**src/rtl/lpdt_pkg.sv**
```systemverilog
// Package for the literal pool table: sizes, request codes and the structs
// passed between the top level and the row of entry cells. No dependencies.
`timescale 1ns / 1ps

package lpdt_pkg;

    // Table geometry.
    localparam int TABLE_DEPTH = 64;
    localparam int SYMBOL_BITS = 16;
    localparam int IDX_W       = $clog2(TABLE_DEPTH);
    localparam int CNT_W       = IDX_W + 1;

    // Request codes.
    localparam logic [2:0] MODE_CONST  = 3'd0;
    localparam logic [2:0] MODE_ADDR   = 3'd1;
    localparam logic [2:0] MODE_EXTERN = 3'd2;
    localparam logic [2:0] MODE_SINGLE = 3'd3;
    localparam logic [2:0] MODE_DOUBLE = 3'd4;
    localparam logic [2:0] MODE_START  = 3'd5;
    localparam logic [2:0] MODE_CLOSE  = 3'd6;

    // Assembler pass codes.
    localparam logic [1:0] PASS_ONE = 2'd1;
    localparam logic [1:0] PASS_TWO = 2'd2;

    // Reach limits and address steps.
    localparam logic [31:0] RANGE_INT   = 32'h0000_1000;
    localparam logic [31:0] RANGE_FP    = 32'h0000_0400;
    localparam logic [31:0] STEP_WORD   = 32'd4;
    localparam logic [31:0] STEP_DOUBLE = 32'd8;
    localparam logic [31:0] PC_AHEAD    = 32'd8;

    // Control sequencer states.
    typedef enum logic [1:0] {
        ST_IDLE,
        ST_SEARCH,
        ST_FINISH
    } state_t;

    // Literal being searched for or stored, broadcast to every cell.
    typedef struct packed {
        logic [2:0]             kind;
        logic [31:0]            first_word;
        logic [31:0]            second_word;
        logic [SYMBOL_BITS-1:0] symbol;
        logic [31:0]            pc_ahead;
        logic                   is_float;
    } query_t;

    // Search result handed from one cell to the next.
    typedef struct packed {
        logic        hit;
        logic [31:0] address;
    } link_t;

    // Write and placement controls shared by all cells.
    typedef struct packed {
        logic        wr_placed;
        logic [31:0] wr_address;
        logic        place_en;
        logic [31:0] place_base;
    } cell_ctl_t;

endpackage

```
**src/rtl/lpdt_cell.sv**
```systemverilog
// One entry cell of the literal pool table: holds a stored literal, compares
// it against the broadcast query and passes the running search result on.
// Depends on lpdt_pkg.
`timescale 1ns / 1ps

module lpdt_cell (
    input  logic                  clk,
    input  logic                  rst_n,
    input  lpdt_pkg::query_t      query,
    input  logic                  in_use,
    input  logic                  wr_en,
    input  lpdt_pkg::cell_ctl_t   ctl,
    input  lpdt_pkg::link_t       link_in,
    output lpdt_pkg::link_t       link_out
);

    logic [2:0]                       kind_reg;
    logic [31:0]                      first_reg;
    logic [31:0]                      second_reg;
    logic [lpdt_pkg::SYMBOL_BITS-1:0] symbol_reg;
    logic [31:0]                      address_reg;
    logic                             placed_reg;
    logic                             hit_reg;
    logic [31:0]                      link_addr_reg;

    logic [31:0] delta;
    logic [31:0] mag;
    logic        reach;
    logic        match;

    // Distance from the instruction's pc plus 8, folded to a magnitude.
    always_comb
    begin
        delta = address_reg - query.pc_ahead;
        mag   = delta[31] ? (32'd0 - delta) : delta;
        reach = query.is_float ? (mag < lpdt_pkg::RANGE_FP) : (mag < lpdt_pkg::RANGE_INT);
        match = in_use && (kind_reg == query.kind) && (first_reg == query.first_word)
                && (second_reg == query.second_word) && (symbol_reg == query.symbol)
                && (!placed_reg || reach);
    end

    // Stored entry: written on insert, moved to the pool base on close.
    always_ff @(posedge clk)
    begin
        if (wr_en)
        begin
            kind_reg    <= query.kind;
            first_reg   <= query.first_word;
            second_reg  <= query.second_word;
            symbol_reg  <= query.symbol;
            address_reg <= ctl.wr_address;
            placed_reg  <= ctl.wr_placed;
        end
        else if (ctl.place_en && in_use && !placed_reg)
        begin
            address_reg <= ctl.place_base;
            placed_reg  <= 1'b1;
        end
    end

    // Search link: the earliest match along the row wins.
    always_ff @(posedge clk or negedge rst_n)
    begin
        if (!rst_n)
        begin
            hit_reg <= 1'b0;
        end
        else
        begin
            hit_reg <= link_in.hit | match;
        end
    end

    always_ff @(posedge clk)
    begin
        link_addr_reg <= link_in.hit ? link_in.address : address_reg;
    end

    assign link_out.hit     = hit_reg;
    assign link_out.address = link_addr_reg;

endmodule

```
**config.mk**
```make
export PLATFORM = sky130hd
export DESIGN_NAME = lpdt_cell
export DESIGN_NICKNAME = d
export VERILOG_FILES = /design/src/rtl/lpdt_pkg.sv /design/src/rtl/lpdt_cell.sv
export SDC_FILE = /design/constraint.sdc
export NUM_CORES = 1
export LEC_CHECK = 0
export BUFFER_PORTS_ARGS = -buffer_cell sky130_fd_sc_hd__buf_4
export CORE_MARGIN = 2
export CORE_UTILIZATION = 40
export DETAILED_ROUTE_END_ITERATION = 8
export PLACE_DENSITY = 0.74
export SKIP_LAST_GASP = 1
export SLEW_MARGIN = 20
export SYNTH_ARGS = -nofsm -noshare
export SYNTH_HDL_FRONTEND = slang
export SYNTH_SLANG_ARGS = --single-unit
export TNS_END_PERCENT = 1
```
**constraint.sdc**
```tcl
create_clock -name clk -period 4.64 [get_ports clk]
set_clock_uncertainty 0.05 [all_clocks]
set_input_delay 0.928 -clock clk [delete_from_list [all_inputs] [get_ports clk]]
set_output_delay 0.928 -clock clk [all_outputs]
set_load 0.05 [all_outputs]
```
==> flow_metrics.py <==
metrics = {
    "critical_path": {
        "cp.arrival_ns": 4.51,
        "crit_buf_inv": 2,
        "crit_chain": "buf_4 -> ha_1 -> inv_1 -> fa_1 -> a21o_1 -> a221o_1 -> a311oi_1 -> o21ai_1 -> xor2_1 -> or4_1 -> a221oi_1 -> nor2_1 -> a2111oi_0 -> nand4_1 -> o21ai_1",
        "worstPathRequired_ns": 4.94,
        "crit_slowest_cell": "or4_1",
        "rrSetupSlack_ns": 0.55,
        "critPathMaxFanout": 5,
        "crit_path_frequent_cell": "o21ai_1",
        "critPathKind": "in2reg",
        "slowest_delay_ns": 0.59,
        "cp-start-kind": "input port",
        "crit_family": "compound AO/OA/AOI/OAI gates",
        "cp-end-kind": "register",
    },
    "drt": {
        "detail-route-antenna-nets": 0,
        "vias_per_cell": 5.35,
        "drcViolationCount": 0,
        "dr.pass1.iters": 4,
        "num_vias": 7226,
        "drt-initial-drc-count": 428,
        "wirelength_um": 23300,
        "routedWlPerCell_um": 17.3,
    },
    "yosys": {
        "synthCells": 789,
        "syn_nets": 1040,
        "syn_area_um2": 8640,
        "yosysTopAreaCell": "edfxtp_1",
        "synth_edf_count": 116,
        "synth_seq_cells": 149,
        "ys_types": 80,
        "synthFlopType": "edfxtp_1",
        "synthArstFlopShare_pct": 0.671,
        "syn_area_per_cell_um2": 10.9,
        "seq_area_frac_synth_pct": 48.0,
        "synth_warnings": 0,
        "synth.top_cell.area_share_pct": 40.3,
        "synth.top_cells.by_area": "edfxtp_1 40%, mux2_2 8.2%, dfxtp_1 7.4%",
    },
    "final_layout": {
        "seqCellArea_um2": 4150,
        "drive_above_1_share_pct": 35.9,
        "syn_to_final_growth_pct": 33.7,
        "multiInputGateArea_um2": 4100,
        "final.fill_count": 1824,
        "stdcell_area_um2": 11600,
        "finish.utilization_pct": 54.8,
        "final_cell_mix": "274 x buf_4, 116 x edfxtp_1, 80 x inv_1",
        "fin_nets": 1313,
        "insertedDiodeCount": 0,
        "finalNonFillerCells": 1350,
        "final_common_cell": "buf_4",
    },
    "cts": {
        "cts_tree": "built",
        "clock_latency_ns": 0.42,
        "root_buffer": "clkbuf_16",
        "clock_sinks": 149,
        "clk_pin_slew_ns": 0.07,
        "hold_buffers": 0,
        "htree_num_levels": 4,
        "postCtsSetupRepairBufs": 0,
        "cts_buffers": 17,
        "clk_path_buf_depth": 2,
        "cts-resized-gates": 0,
    },
    "timing": {
        "worstMarginPinSlew_ns": 0.946,
        "setup_viol": 0,
        "finalCritPeriodShare_pct": 90.7,
        "setup_tns_ns": 0,
        "hold_viol": 0,
        "hold_ws_ns": 0.216,
        "maxSlewHeadroom_pct": 37.0,
        "max_clock_freq_ghz": 0.238,
        "slew_violations": 0,
        "finalCriticalPeriod_ns": 4.21,
        "rsz0062_at_grt": "false",
        "layout_setup_ws_ns": 0.433,
    },
    "floorplanning": {
        "io-pin-count": 252,
        "die_height_um": 151,
        "start_util_pct": 41.0,
        "die_area_um2": 22800,
        "coreArea_um2": 21100,
        "rows": 53,
        "die_w_um": 151,
    },
    "grt": {
        "grt_pass1_vias": 7351,
        "grt_max_degree": 51,
        "grt_pass1_wl_um": 36800,
        "globalRouteTotalUtil_pct": 20.8,
        "grt_overflow": 0,
        "antenna_found_initial": 0,
    },
    "pwr": {
        "ir_drop_mv": 0.221,
        "finalPower_mw": 4.07,
        "p_leak_nw": 4.89,
        "power-per-cell-area_nw_per_um2": 353,
    },
    "placed_design": {
        "preCtsSetupSlack_ns": 0.0235,
        "portBuffers": 251,
        "placed_cells": 1318,
        "placed_cell_area_um2": 10900,
        "gp_congestion": 0.888,
        "hpwl_um": 18400,
    },
    "worst_hold_path": {
        "min_path_type": "in2async",
    },
    "job": {
        "cap_violations": 0,
    },
    "run_status": {
        "status": "completed",
    },
}
==> area by class of cell <==
class	instances	area share, %
Clock inverter	15	1.53
Timing Repair Buffer	274	17.8
Clock buffer	17	3.68
Tap cell	275	2.98
Sequential cell	149	35.9
Multi-Input combinational cell	540	35.5
Inverter	80	2.60
==> Yosys cell counts (7+ instances only) <==
cell	instances
a211oi_1	10
a21oi_1	36
a22oi_1	8
and2_1	7
and3_1	8
clkbuf_1	14
dfxtp_1	32
edfxtp_1	116
ha_1	31
inv_1	80
mux2_2	63
nand2_1	36
nand3_1	9
nand4_1	15
nor2_1	37
nor3_1	11
nor4_1	16
o21a_1	10
o21ai_0	30
o22ai_1	17
o2bb2ai_1	9
o31ai_1	7
xnor2_1	26
xor2_1	39
==> worst reg2reg max path, stage by stage (launching register included) <==
cell and delay [ns]:
edfxtp_1 0.36, inv_1 0.10, ha_1 0.18, inv_1 0.06, fa_1 0.41, a21o_1 0.25
a221o_1 0.34, a311oi_1 0.33, o21ai_1 0.18, xor2_1 0.24, or4_1 0.59, a221oi_1 0.23
nor2_1 0.08, a2111oi_0 0.36, nand4_1 0.14, o21ai_1 0.13
==> power by group <==
group / leakage [nW] / internal, mW / switching, mW
Combinational: 3.18 / 0.485 / 0.601
Sequential: 1.42 / 1.56 / 0.0435
Clock: 0.295 / 0.731 / 0.657
Total: 4.89 / 2.77 / 1.30
==> path summary, 6_finish.rpt <==
path / from / endpoint / cells after the start
setup / recovery: query[1] / hit_reg / 15
hold / removal: rst_n / hit_reg / 1
setup reg to reg: address_reg[0] / hit_reg / 15
hold reg to reg: address_reg[9] / link_addr_reg[9] / 1
max in group asynchronous: rst_n / hit_reg / 1
min in group clk: address_reg[9] / link_addr_reg[9] / 1
==> layer usage <==
| metal | up-vias | GRT usage, % | share of wire [%] |
|---|---|---|---|
| met2 | 254 | 36.1 | 50 |
| met3 | 36 | 5.00 | 6.7 |
| met5 | - | 0 | 0 |
| met1 | 3389 | 25.4 | 41 |
| li1 | 3547 | - | - |
| met4 | 0 | 7.24 | 2.4 |
==> cell families after synthesis <==
| group | share of synthesized area [%] |
|---|---|
| and+or+nand+nor | 11.1 |
| xor gates and xnor gates | 6.59 |
| buffers and inverters | 4.51 |
| adders and majority gates | 4.72 |
| DFF | 48.0 |
| AOI/OAI and AO/OA | 16.6 |
| muxes | 8.45 |
No activity file was read; power rests on OpenSTA's default activity.
